[src/rtl/core/rrid_pkg.sv]
// Shared types and constants for the run-length image decoder.
// No dependencies; used by every module of the block.
`timescale 1ns / 1ps

package rrid_pkg;

	localparam int unsigned QUEUE_DEPTH = 4;

	localparam logic [3:0]  HDR_LAST_IDX = 4'd9;
	localparam logic [3:0]  HDR_WIDTH_END = 4'd2;
	localparam logic [3:0]  HDR_HEIGHT_END = 4'd4;
	localparam logic [3:0]  HDR_DEPTH_START = 4'd8;
	localparam logic [15:0] DEPTH_COLOR = 16'd24;
	localparam logic [15:0] DEPTH_GRAY = 16'd8;
	localparam logic [1:0]  NEED_COLOR = 2'd3;
	localparam logic [1:0]  NEED_GRAY = 2'd1;

	typedef enum logic [1:0] {
		PH_HEADER,
		PH_COUNT,
		PH_PIXEL,
		PH_DRAIN
	} phase_t;

	typedef enum logic [2:0] {
		ST_OK,
		ST_SHORT_HEADER,
		ST_BAD_DEPTH,
		ST_ZERO_SIZE,
		ST_BAD_RUN,
		ST_EXTRA_ROWS,
		ST_INCOMPLETE
	} status_t;

	typedef struct packed {
		logic        run_valid;
		logic [23:0] pixel_value;
		logic [7:0]  run_length;
		logic [15:0] row;
		logic [15:0] column;
		logic        color_mode;
		logic        frame_done;
		logic [2:0]  status;
	} result_t;

endpackage

[src/rtl/core/rrid_parser.sv]
// Front end: header parse, run classification and result build, one byte a beat.
// Depends on rrid_pkg.
`timescale 1ns / 1ps

module rrid_parser (
	input  logic              clk,
	input  logic              arst_n,
	input  logic              accept,
	input  logic [7:0]        data_byte,
	input  logic              last_byte,
	output logic              push,
	output rrid_pkg::result_t result
);

	logic [3:0]             hidx_q, hidx_n;
	logic [15:0]            width_q, width_n;
	logic [15:0]            height_q, height_n;
	logic [15:0]            depth_q, depth_n;
	logic [16:0]            col_q, col_n;
	logic [16:0]            row_q, row_n;
	logic [7:0]             pend_q, pend_n;
	logic [23:0]            acc_q, acc_n;
	logic [1:0]             seen_q, seen_n;
	rrid_pkg::phase_t       phase_q, phase_n;
	rrid_pkg::status_t      err_q, err_n;
	logic                   run;
	logic                   short_hdr;
	logic                   wrapped;
	logic [23:0]            emit_pix;
	logic [1:0]             need;
	logic [17:0]            run_end;
	logic [16:0]            row_m1;

	always_ff @(posedge clk or negedge arst_n) begin
		if (!arst_n) begin
			hidx_q   <= '0;
			width_q  <= '0;
			height_q <= '0;
			depth_q  <= '0;
			col_q    <= '0;
			row_q    <= 17'd1;
			pend_q   <= '0;
			acc_q    <= '0;
			seen_q   <= '0;
			phase_q  <= rrid_pkg::PH_HEADER;
			err_q    <= rrid_pkg::ST_OK;
		end else begin
			hidx_q   <= hidx_n;
			width_q  <= width_n;
			height_q <= height_n;
			depth_q  <= depth_n;
			col_q    <= col_n;
			row_q    <= row_n;
			pend_q   <= pend_n;
			acc_q    <= acc_n;
			seen_q   <= seen_n;
			phase_q  <= phase_n;
			err_q    <= err_n;
		end
	end

	always_comb begin
		hidx_n    = hidx_q;
		width_n   = width_q;
		height_n  = height_q;
		depth_n   = depth_q;
		col_n     = col_q;
		row_n     = row_q;
		pend_n    = pend_q;
		acc_n     = acc_q;
		seen_n    = seen_q;
		phase_n   = phase_q;
		err_n     = err_q;
		run       = 1'b0;
		short_hdr = 1'b0;
		wrapped   = 1'b0;
		emit_pix  = '0;
		need      = (depth_q == rrid_pkg::DEPTH_COLOR) ? rrid_pkg::NEED_COLOR
		                                              : rrid_pkg::NEED_GRAY;
		run_end   = '0;
		row_m1    = '0;
		result    = '0;

		if (accept) begin
			unique case (phase_q)
				rrid_pkg::PH_HEADER: begin
					if (hidx_q < rrid_pkg::HDR_WIDTH_END)
						width_n = {width_q[7:0], data_byte};
					else if (hidx_q < rrid_pkg::HDR_HEIGHT_END)
						height_n = {height_q[7:0], data_byte};
					else if (hidx_q >= rrid_pkg::HDR_DEPTH_START)
						depth_n = {depth_q[7:0], data_byte};
					if (hidx_q >= rrid_pkg::HDR_LAST_IDX) begin
						if (depth_n != rrid_pkg::DEPTH_COLOR && depth_n != rrid_pkg::DEPTH_GRAY) begin
							err_n   = rrid_pkg::ST_BAD_DEPTH;
							phase_n = rrid_pkg::PH_DRAIN;
						end else if (width_n == '0 || height_n == '0) begin
							err_n   = rrid_pkg::ST_ZERO_SIZE;
							phase_n = rrid_pkg::PH_DRAIN;
						end else begin
							phase_n = rrid_pkg::PH_COUNT;
						end
					end else begin
						hidx_n    = hidx_q + 4'd1;
						short_hdr = last_byte;
					end
				end
				rrid_pkg::PH_COUNT: begin
					if (col_q == {1'b0, width_q}) begin
						col_n   = '0;
						row_n   = row_q + 17'd1;
						wrapped = 1'b1;
					end
					run_end = {1'b0, col_n} + {10'd0, data_byte};
					if (wrapped && row_n > {1'b0, height_q}) begin
						err_n   = rrid_pkg::ST_EXTRA_ROWS;
						phase_n = rrid_pkg::PH_DRAIN;
					end else if (data_byte == '0 || run_end > {2'b0, width_q}) begin
						err_n   = rrid_pkg::ST_BAD_RUN;
						phase_n = rrid_pkg::PH_DRAIN;
					end else begin
						pend_n  = data_byte;
						acc_n   = '0;
						seen_n  = '0;
						phase_n = rrid_pkg::PH_PIXEL;
						run     = last_byte;
					end
				end
				rrid_pkg::PH_PIXEL: begin
					acc_n  = {acc_q[15:0], data_byte};
					seen_n = seen_q + 2'd1;
					if (seen_n >= need) begin
						run      = 1'b1;
						emit_pix = acc_n;
						phase_n  = rrid_pkg::PH_COUNT;
					end else begin
						run = last_byte;
					end
				end
				rrid_pkg::PH_DRAIN: begin
				end
			endcase

			if (run) begin
				row_m1             = row_n - 17'd1;
				result.run_valid   = 1'b1;
				result.pixel_value = emit_pix;
				result.run_length  = pend_n;
				result.row         = row_m1[15:0];
				result.column      = col_n[15:0];
				result.color_mode  = (depth_n == rrid_pkg::DEPTH_COLOR);
				col_n              = col_n + {9'd0, pend_n};
			end

			if (last_byte) begin
				result.frame_done = 1'b1;
				if (short_hdr)
					result.status = rrid_pkg::ST_SHORT_HEADER;
				else if (err_n != rrid_pkg::ST_OK)
					result.status = err_n;
				else if (col_n != {1'b0, width_n} || row_n != {1'b0, height_n})
					result.status = rrid_pkg::ST_INCOMPLETE;
				else
					result.status = rrid_pkg::ST_OK;
				hidx_n   = '0;
				width_n  = '0;
				height_n = '0;
				depth_n  = '0;
				col_n    = '0;
				row_n    = 17'd1;
				pend_n   = '0;
				acc_n    = '0;
				seen_n   = '0;
				phase_n  = rrid_pkg::PH_HEADER;
				err_n    = rrid_pkg::ST_OK;
			end
		end
	end

	assign push = accept && (run || last_byte);

endmodule

[src/rtl/core/rrid_queue.sv]
// Back end: result queue between the parser and the output channel.
// Depends on rrid_pkg; head entry drives the output ports.
`timescale 1ns / 1ps

module rrid_queue #(
	parameter int unsigned DEPTH = rrid_pkg::QUEUE_DEPTH
) (
	input  logic              clk,
	input  logic              arst_n,
	input  logic              push,
	input  rrid_pkg::result_t din,
	input  logic              pop,
	output rrid_pkg::result_t dout,
	output logic              full,
	output logic              empty
);

	localparam int unsigned PW = (DEPTH > 1) ? $clog2(DEPTH) : 1;
	localparam int unsigned CW = $clog2(DEPTH + 1);
	localparam logic [PW-1:0] PTR_LAST = PW'(DEPTH - 1);
	localparam logic [CW-1:0] CNT_FULL = CW'(DEPTH);

	rrid_pkg::result_t mem_q [DEPTH];
	logic [PW-1:0]     wr_ptr_q;
	logic [PW-1:0]     rd_ptr_q;
	logic [CW-1:0]     cnt_q;

	assign full  = (cnt_q == CNT_FULL);
	assign empty = (cnt_q == '0);
	assign dout  = mem_q[rd_ptr_q];

	always_ff @(posedge clk) begin
		if (push)
			mem_q[wr_ptr_q] <= din;
	end

	always_ff @(posedge clk or negedge arst_n) begin
		if (!arst_n) begin
			wr_ptr_q <= '0;
			rd_ptr_q <= '0;
			cnt_q    <= '0;
		end else begin
			if (push)
				wr_ptr_q <= (wr_ptr_q == PTR_LAST) ? '0 : wr_ptr_q + PW'(1);
			if (pop)
				rd_ptr_q <= (rd_ptr_q == PTR_LAST) ? '0 : rd_ptr_q + PW'(1);
			if (push && !pop)
				cnt_q <= cnt_q + CW'(1);
			else if (pop && !push)
				cnt_q <= cnt_q - CW'(1);
		end
	end

endmodule

[src/rtl/core/rle_run_image_decoder.sv]
// Top level of the run-length image decoder: parser front end and result queue.
// Depends on rrid_pkg, rrid_parser and rrid_queue.
`timescale 1ns / 1ps

// Takes one packet byte per beat and parses a 10-byte header followed by runs
// (count byte plus 1- or 3-byte pixel). The parser decodes each byte as it is
// accepted, so one byte per clock is sustained while the queue is not full; a
// result (a decoded run, an end-of-frame status, or both) is ready the cycle
// after the byte that completes it. Results wait in a QUEUE_DEPTH-entry queue,
// so input keeps flowing while the output side stalls until the queue fills.
module rle_run_image_decoder #(
	parameter int unsigned QUEUE_DEPTH = rrid_pkg::QUEUE_DEPTH
) (
	input  logic        clk,
	input  logic        arst_n,
	input  logic        in_valid,
	output logic        in_ready,
	input  logic [7:0]  data_byte,
	input  logic        last_byte,
	output logic        out_valid,
	input  logic        out_ready,
	output logic        run_valid,
	output logic [23:0] pixel_value,
	output logic [7:0]  run_length,
	output logic [15:0] row,
	output logic [15:0] column,
	output logic        color_mode,
	output logic        frame_done,
	output logic [2:0]  status
);

	logic              accept;
	logic              push;
	logic              full;
	logic              empty;
	rrid_pkg::result_t res_new;
	rrid_pkg::result_t res_head;

	assign in_ready  = !full;
	assign accept    = in_valid && in_ready;
	assign out_valid = !empty;

	rrid_parser u_parser (
		.clk       (clk),
		.arst_n    (arst_n),
		.accept    (accept),
		.data_byte (data_byte),
		.last_byte (last_byte),
		.push      (push),
		.result    (res_new)
	);

	rrid_queue #(
		.DEPTH (QUEUE_DEPTH)
	) u_queue (
		.clk    (clk),
		.arst_n (arst_n),
		.push   (push),
		.din    (res_new),
		.pop    (out_valid && out_ready),
		.dout   (res_head),
		.full   (full),
		.empty  (empty)
	);

	assign run_valid   = res_head.run_valid;
	assign pixel_value = res_head.pixel_value;
	assign run_length  = res_head.run_length;
	assign row         = res_head.row;
	assign column      = res_head.column;
	assign color_mode  = res_head.color_mode;
	assign frame_done  = res_head.frame_done;
	assign status      = res_head.status;

	a_no_empty_beat: assert property (@(posedge clk) disable iff (!arst_n)
		out_valid |-> (run_valid || frame_done))
		else $error("result beat carries neither run nor done");

	a_idle_fields: assert property (@(posedge clk) disable iff (!arst_n)
		(out_valid && !run_valid) |->
		(pixel_value == '0 && run_length == '0 && row == '0 && column == '0 && !color_mode))
		else $error("run fields not cleared without a run");

	a_status_range: assert property (@(posedge clk) disable iff (!arst_n)
		out_valid |-> (frame_done ? (status <= 3'd6) : (status == 3'd0)))
		else $error("status out of range or set without done");

	a_push_lands: assert property (@(posedge clk) disable iff (!arst_n)
		push |=> out_valid)
		else $error("queued result not visible");

endmodule

[config.mk]
export PLATFORM = sky130hd
export DESIGN_NAME = rle_run_image_decoder
export DESIGN_NICKNAME = d
export VERILOG_FILES = /design/src/rtl/core/rrid_pkg.sv /design/src/rtl/core/rrid_parser.sv /design/src/rtl/core/rrid_queue.sv /design/src/rtl/core/rle_run_image_decoder.sv
export SDC_FILE = /design/constraint.sdc
export NUM_CORES = 1
export LEC_CHECK = 0
export BUFFER_PORTS_ARGS = -buffer_cell sky130_fd_sc_hd__buf_2
export CORE_UTILIZATION = 60
export CTS_BUF_LIST = sky130_fd_sc_hd__clkbuf_16
export DETAILED_ROUTE_END_ITERATION = 12
export PLACE_DENSITY_LB_ADDON = 0.15
export SYNTH_ARGS = -nofsm -noshare
export SYNTH_HDL_FRONTEND = slang
export SYNTH_SLANG_ARGS = --single-unit
[constraint.sdc]
create_clock -name clk -period 18 [get_ports clk]
set_clock_uncertainty 0.15 [all_clocks]
set_input_delay 1.8 -clock clk [delete_from_list [all_inputs] [get_ports clk]]
set_output_delay 1.8 -clock clk [all_outputs]
set_load 0.02 [all_outputs]
==> results of run 1 <==
[per-stage QoR]
step,std cells,setup WS (ps)
after floorplan,1787,7730
after global placement,2233,7590
after detailed placement,2233,7360
after CTS,2308,7300
after global routing,2308,6400
final,2308,7140
[cells by family (layout without fill, tap and decap cells)]
family / after synthesis / in the layout / share of synthesized area
buffers and inverters: 193 / 259 / 0.0368
flip-flops: 404 / 404 / 0.544
multiplexers: 113 / 113 / 0.0958
XOR/XNOR: 108 / 108 / 0.0468
AND/OR/NAND/NOR: 525 / 525 / 0.122
adder cells (fa/ha/maj): 65 / 65 / 0.0394
AO/OA/AOI/OAI: 379 / 379 / 0.115
[layout make-up]
cell class,count,area (µm²)
Multi-Input combinational cell,1190,8930
Tap cell,455,569
Fill cell,2510,11500
Sequential cell,404,11500
Clock buffer,42,1050
Clock inverter,33,218
Inverter,75,282
Timing Repair Buffer,109,611
[critical path: cells and delay by family, from the launching register on]
family | cells | cell delay (ps)
compound gates | 16 | 3240
xor+xnor | 2 | 350
fa+ha+maj | 4 | 1150
buf+inv | 3 | 400
flops | 1 | 530
mux | 1 | 130
simple gates | 18 | 4610
[layer usage]
| metal | track usage | vias up |
|---|---|---|
| li1 | - | 6713 |
| met1 | 0.468 | 7372 |
| met2 | 0.487 | 722 |
| met3 | 0.0539 | 100 |
| met4 | 0.0989 | 0 |
| met5 | 0 | - |
[power breakdown]
group / switching (µW) / total [µW] / internal (µW)
registers: 163 / 1350 / 1180
clock network: 353 / 807 / 454
logic: 1090 / 1760 / 672
[how the worst max path moves through the flow]
stage | from | endpoint | slack [ps]
global placement | data_byte[1] | u_queue.mem_q[0][2] | 7590
CTS | u_parser.col_q[9] | u_queue.mem_q[0][1] | 7300
finish | u_parser.col_q[9] | u_queue.mem_q[0][1] | 7140
global route | u_parser.col_q[5] | u_queue.mem_q[0][1] | 6400
detailed placement | data_byte[1] | u_queue.mem_q[3][2] | 7360
floorplan | u_parser.width_q[0] | u_queue.mem_q[0][0] | 7730
[flip-flops by register name (all words and copies together), names as in the netlist, 3 cells and up]
signal and flops:
u_parser.acc_q 16, u_parser.pend_q 8, u_queue.cnt_q 3, u_parser.hidx_q 4
u_queue.mem_q 280, u_parser.height_q 16, u_parser.row_q 17, u_parser.err_q 3
u_parser.col_q 17, u_parser.depth_q 16, u_parser.width_q 16
[placed cells by master (no fill, tap or decap), types with 12 or more instances in the layout]
| cell type | synthesis | routed |
|---|---|---|
| edfxtp_1 | 280 | 280 |
| a22oi_1 | 40 | 40 |
| clkbuf_16 | 0 | 42 |
| nand2b_1 | 13 | 13 |
| buf_4 | 2 | 26 |
| dfrtp_1 | 123 | 121 |
| and2_1 | 37 | 36 |
| inv_1 | 75 | 85 |
| ha_1 | 61 | 61 |
| or3_1 | 14 | 14 |
| o31ai_1 | 12 | 12 |
| a22o_1 | 15 | 15 |
| nand4_1 | 18 | 18 |
| mux2i_1 | 36 | 36 |
| buf_2 | 19 | 83 |
| xnor2_1 | 54 | 54 |
| nand2_1 | 180 | 179 |
| nand3_1 | 26 | 26 |
| nor2_1 | 124 | 123 |
| nor4_1 | 23 | 22 |
| and3_1 | 24 | 24 |
| mux4_2 | 70 | 70 |
| nor3_1 | 34 | 34 |
| o22ai_1 | 33 | 33 |
| a21oi_1 | 66 | 66 |
| o21ai_0 | 116 | 116 |
| xor2_1 | 50 | 50 |
| a21o_1 | 14 | 14 |
==> results.py, run 1 <==
metrics = {
    "outcome": {
        "status": "completed",
    },
    "drt": {
        "wl_met3_um": 4690,
        "route.top_layer_used": "met4",
        "drt_iter0_drc": 1535,
        "final_antenna_net_count": 0,
        "drc": 0,
        "wl_met1_um": 24400,
        "wl_met2_um": 25600,
        "dr.pass1.iters": 6,
        "totalWireLength_um": 56400,
        "viasPerCell": 6.46,
        "vias": 14907,
        "wire_per_inst_um": 24.4,
    },
    "logic_synthesis": {
        "synth_cell_types": 90,
        "yosysTopAreaCellShare": 0.397,
        "synth.most_common_cell": "edfxtp_1",
        "synth_area_per_cell_um2": 11.8,
        "synth_edf_count": 280,
        "ys.flop_type": "edfxtp_1",
        "synthArstFlopShare": 0.307,
        "ys_seq_area_frac": 0.544,
        "ys_seq_elements": 404,
        "synth_fp_nets": 1864,
        "yosys-top-cells-count": "edfxtp_1, nand2_1, nor2_1, dfrtp_1, o21ai_0",
        "yosysWarningCount": 0,
        "synthTopCellsByArea": "edfxtp_1, dfrtp_1, mux4_2",
        "yosysTopAreaCell": "edfxtp_1",
        "syn_inst": 1787,
        "synth_area_um2": 21200,
    },
    "clocking": {
        "post_cts_resized": 0,
        "clock_sinks": 404,
        "cts_setup_buffers": 0,
        "cts_buffers": 41,
        "clock_latency_ps": 550,
        "cts.hold.buffers_added": 0,
        "clockBufferDepth": 3,
        "cts_tree": "built",
        "clock-root-buffer": "clkbuf_16",
        "clk_pin_slew_ps": 60,
        "htree_levels": 2,
    },
    "grt": {
        "grt_overflow_total": 0,
        "antenna_found_initial": 0,
        "grt_max_degree": 71,
        "grt_usage": 0.319,
        "grt_first_pass_wirelength_um": 86000,
        "grt_pass1_vias": 14419,
    },
    "floorplan": {
        "fp.coreArea_um2": 34600,
        "pin_count": 85,
        "fp.dieH_um": 190,
        "fp.dieArea_um2": 36000,
        "start_util": 0.611,
        "die_w_um": 190,
        "row_count": 68,
    },
    "setup_path": {
        "crit_slowest_cell": "or4_1",
        "rrSetupSlack_ps": 7140,
        "cpPeakStageDelay_ps": 560,
        "crit_fanout": 12,
        "cp.required_ps": 18100,
        "ff2ff_path_depth": 44,
        "reg2reg_from": "u_parser.col_q[9]",
        "r2r_end": "u_queue.mem_q[0][1]",
        "cp.arrival_ps": 10960,
        "crit_path_end_kind": "flop",
        "critPathKind": "reg -> reg",
        "critPathLaunchType": "flop",
    },
    "power_and_ir_drop": {
        "cellLeakagePower_uw": 0.00887,
        "ir_drop_mv": 0.0970,
        "p_total_uw": 3920,
        "p_per_area_nw_per_um2": 169,
    },
    "timing": {
        "fin_crit_sh": 0.603,
        "finalMaxSlewViolations": 0,
        "rsz0062_at_grt": "false",
        "fmax_mhz": 92.1,
        "period_minus_slack_ps": 10860,
        "tightest_slew_ps": 1270,
        "finalHoldViolCount": 0,
        "tns_ps": 0,
        "holdWs_ps": 322,
        "setup-violations-final": 0,
        "slew_headroom": 0.149,
    },
    "worst_hold_path": {
        "timing.hold.worst_path_depth": 2,
        "hold_path_class": "reg -> reg",
        "whs_endpoint": "u_parser.acc_q[9]",
        "holdCritStartpoint": "u_parser.acc_q[9]",
    },
    "placement": {
        "io_buffers": 84,
        "place_congestion": 0.979,
        "place_area_um2": 21900,
        "dp.final_hpwl_um": 37900,
    },
    "flow_run": {
        "max-cap-violations": 0,
    },
    "finish": {
        "stdcell_area_um2": 23200,
        "drive_above_1_share": 0.151,
        "final_core_util": 0.669,
        "diodes": 0,
        "final_nets": 1898,
        "area_delta_synth_final_pct": 9.50,
    },
}
(Power assumes the default switching activity.)
==> run 2, diff against run 1 <==
--- a/config.mk
+++ b/config.mk
@@ -6,7 +6,7 @@
 export NUM_CORES = 1
 export LEC_CHECK = 0
 export BUFFER_PORTS_ARGS = -buffer_cell sky130_fd_sc_hd__buf_2
-export CORE_UTILIZATION = 60
+export CORE_UTILIZATION = 56
 export CTS_BUF_LIST = sky130_fd_sc_hd__clkbuf_16
 export DETAILED_ROUTE_END_ITERATION = 12
 export PLACE_DENSITY_LB_ADDON = 0.15
==> constraint.sdc (replaced) <==
create_clock -name clk -period 9.25 [get_ports clk]
set_clock_uncertainty 0.15 [all_clocks]
set_input_delay 0.925 -clock clk [delete_from_list [all_inputs] [get_ports clk]]
set_output_delay 0.925 -clock clk [all_outputs]
set_load 0.02 [all_outputs]
==> run 2 against run 1 <==
Net effect:
- clock power grew 110%
- largest cell class unchanged
- core utilization shrank 0.40 points
- global-route usage decreased by 1.4 points
- maximum frequency up 19%
- non-clock buffer count is 107 higher
- sequential share of layout area shrank 2.7 points
- register-to-register slack lost 7000 ps
- via count grew 3.0%
- critical endpoint is now u_queue.mem_q[3][1]
==> results.py, run 2 (synthesis results as in run 1) <==
metrics = {
    "clocking": {
        "clock_sinks": 404,
        "clk_pin_slew_ps": 60,
        "clock_latency_ps": 560,
        "clock-root-buffer": "clkbuf_16",
        "htree_levels": 2,
        "clockBufferDepth": 3,
        "cts.hold.buffers_added": 0,
        "cts_buffers": 42,
        "cts_tree": "built",
    },
    "grt": {
        "grt_max_degree": 71,
        "grt_first_pass_wirelength_um": 88300,
        "antenna_found_initial": 0,
        "grt_pass1_vias": 14788,
        "grt_overflow_total": 0,
        "grt_usage": 0.304,
    },
    "outcome": {
        "status": "completed",
    },
    "drt": {
        "drt_iter0_drc": 1538,
        "final_antenna_net_count": 0,
        "wire_per_inst_um": 23.5,
        "viasPerCell": 6.23,
        "drc": 0,
        "vias": 15360,
        "totalWireLength_um": 58000,
        "dr.pass1.iters": 5,
    },
    "floorplan": {
        "die_w_um": 196,
        "fp.dieArea_um2": 38600,
        "start_util": 0.574,
        "pin_count": 85,
        "row_count": 70,
        "fp.coreArea_um2": 36900,
        "fp.dieH_um": 196,
    },
    "setup_path": {
        "critPathKind": "reg -> reg",
        "reg2reg_from": "u_parser.width_q[10]",
        "crit_fanout": 5,
        "cpPeakStageDelay_ps": 450,
        "crit_slowest_cell": "or4_4",
        "cp.arrival_ps": 9230,
        "crit_path_end_kind": "flop",
        "r2r_end": "u_queue.mem_q[3][1]",
        "ff2ff_path_depth": 43,
        "critPathLaunchType": "flop",
        "cp.required_ps": 9370,
        "rrSetupSlack_ps": 140,
    },
    "placement": {
        "io_buffers": 84,
        "dp.final_hpwl_um": 39100,
        "place_congestion": 0.990,
        "dp.cells": 2374,
        "place_area_um2": 22700,
    },
    "timing": {
        "setup-violations-final": 0,
        "fmax_mhz": 110,
        "rsz0062_at_grt": "true",
        "period_minus_slack_ps": 9110,
        "tightest_slew_ps": 1110,
        "finalHoldViolCount": 0,
        "fin_crit_sh": 0.985,
        "slew_headroom": 0.259,
        "finalMaxSlewViolations": 0,
    },
    "worst_hold_path": {
        "holdCritStartpoint": "u_parser.acc_q[8]",
        "whs_endpoint": "u_parser.acc_q[8]",
        "hold_path_class": "reg -> reg",
        "timing.hold.worst_path_depth": 2,
    },
    "finish": {
        "drive_above_1_share": 0.220,
        "largest_reg_flops": 280,
        "diodes": 0,
        "most-common-layout-cells": "edfxtp_1, nand2_1, buf_4, dfrtp_1, nor2_1",
        "final_core_util": 0.665,
        "multiInputGateArea_um2": 9240,
        "seqCellArea_um2": 11500,
        "final.fill_count": 2700,
        "final_nets": 2006,
        "regMostFlops": "u_queue.mem_q",
        "stdcell_area_um2": 24500,
        "area_delta_synth_final_pct": 15.9,
        "fin_cells": 2467,
        "reg_top3": "u_queue.mem_q (280), u_parser.col_q (17), u_parser.row_q (17)",
        "mostFrequentLayoutCell": "edfxtp_1",
    },
    "power_and_ir_drop": {
        "combinationalPowerShare": 0.487,
        "cellLeakagePower_uw": 0.00949,
        "ir_drop_mv": 0.169,
        "switching_share": 0.402,
        "seqPwrFrac": 0.310,
        "clockPowerShare": 0.203,
        "p_int_uw": 4910,
        "p_switching_uw": 3300,
        "p_per_area_nw_per_um2": 334,
    },
    "flow_run": {
        "max-cap-violations": 0,
    },
}
-- run 2: cell count changes in the layout (fill, tap and decap cells not counted), sizes merged --
cell      change
clkbuf        +1
buf         +107
clkinvlp      +1
inv           -5
clkinv        +4
bufinv        +2
-- run 2: power by group through the flow --
stage	clock network [µW]	registers, µW	logic, µW
after floorplan	0	2470	2550
after global routing	1760	2580	4270
final	1670	2540	3990
after global placement	0	2550	3710
after detailed placement	0	2570	3720
after CTS	1690	2540	3760
-- run 2: stage by stage --
stage,hold WS [ps],setup slack (ps),power (µW),TNS [ps]
floorplan,292,-798,5020,-223370
global placement,307,162,6260,0
detailed placement,325,-202,6290,-1390
CTS,338,21.3,7990,0
global route,364,-187,8610,-1410
finish,335,138,8200,0
-- run 2: worst max-delay path, delay by kind of cell, from the launching register on --
family | cells | cell delay [ps]
compound gates | 16 | 3060
xor+xnor | 2 | 310
fa+ha+maj | 3 | 870
buf+inv | 4 | 640
flops | 1 | 390
mux | 1 | 260
simple gates | 17 | 3160
-- run 2: final cells by class --
cell class                      instances  area share
Tap cell                              504      0.0257
Timing Repair Buffer                  216      0.0608
Clock buffer                           43      0.0439
Clock inverter                         35      0.0117
Sequential cell                       404       0.470
Multi-Input combinational cell       1190       0.377
Inverter                               75      0.0116
-- run 2: how the worst max path moves through the flow --
stage / cells past startpoint / start / slack [ps] / end
after floorplan: 34 / u_parser.col_q[1] / -800 / u_queue.mem_q[0][0]
after global placement: 44 / u_parser.width_q[9] / 160 / u_queue.mem_q[0][1]
after detailed placement: 44 / u_parser.width_q[9] / -200 / u_queue.mem_q[2][2]
after CTS: 43 / u_parser.width_q[11] / 20 / u_queue.mem_q[3][1]
after global routing: 45 / u_parser.width_q[10] / -190 / u_queue.mem_q[3][1]
final: 43 / u_parser.width_q[10] / 140 / u_queue.mem_q[3][1]
-- run 2: layer usage --
layer	GRT usage	wire length [µm]	up-vias
met5	0	0	-
met4	0.109	2100	0
met3	0.0563	5010	128
met2	0.452	25700	707
met1	0.449	25200	7588
li1	-	-	6937
-- run 2: what timing repair did --
item | in CTS | in global routing
pin swaps | 7 | 36
setup buffers | 3 | 12
endpoints found under the setup margin | 8 | 8
resized for setup | 4 | 59
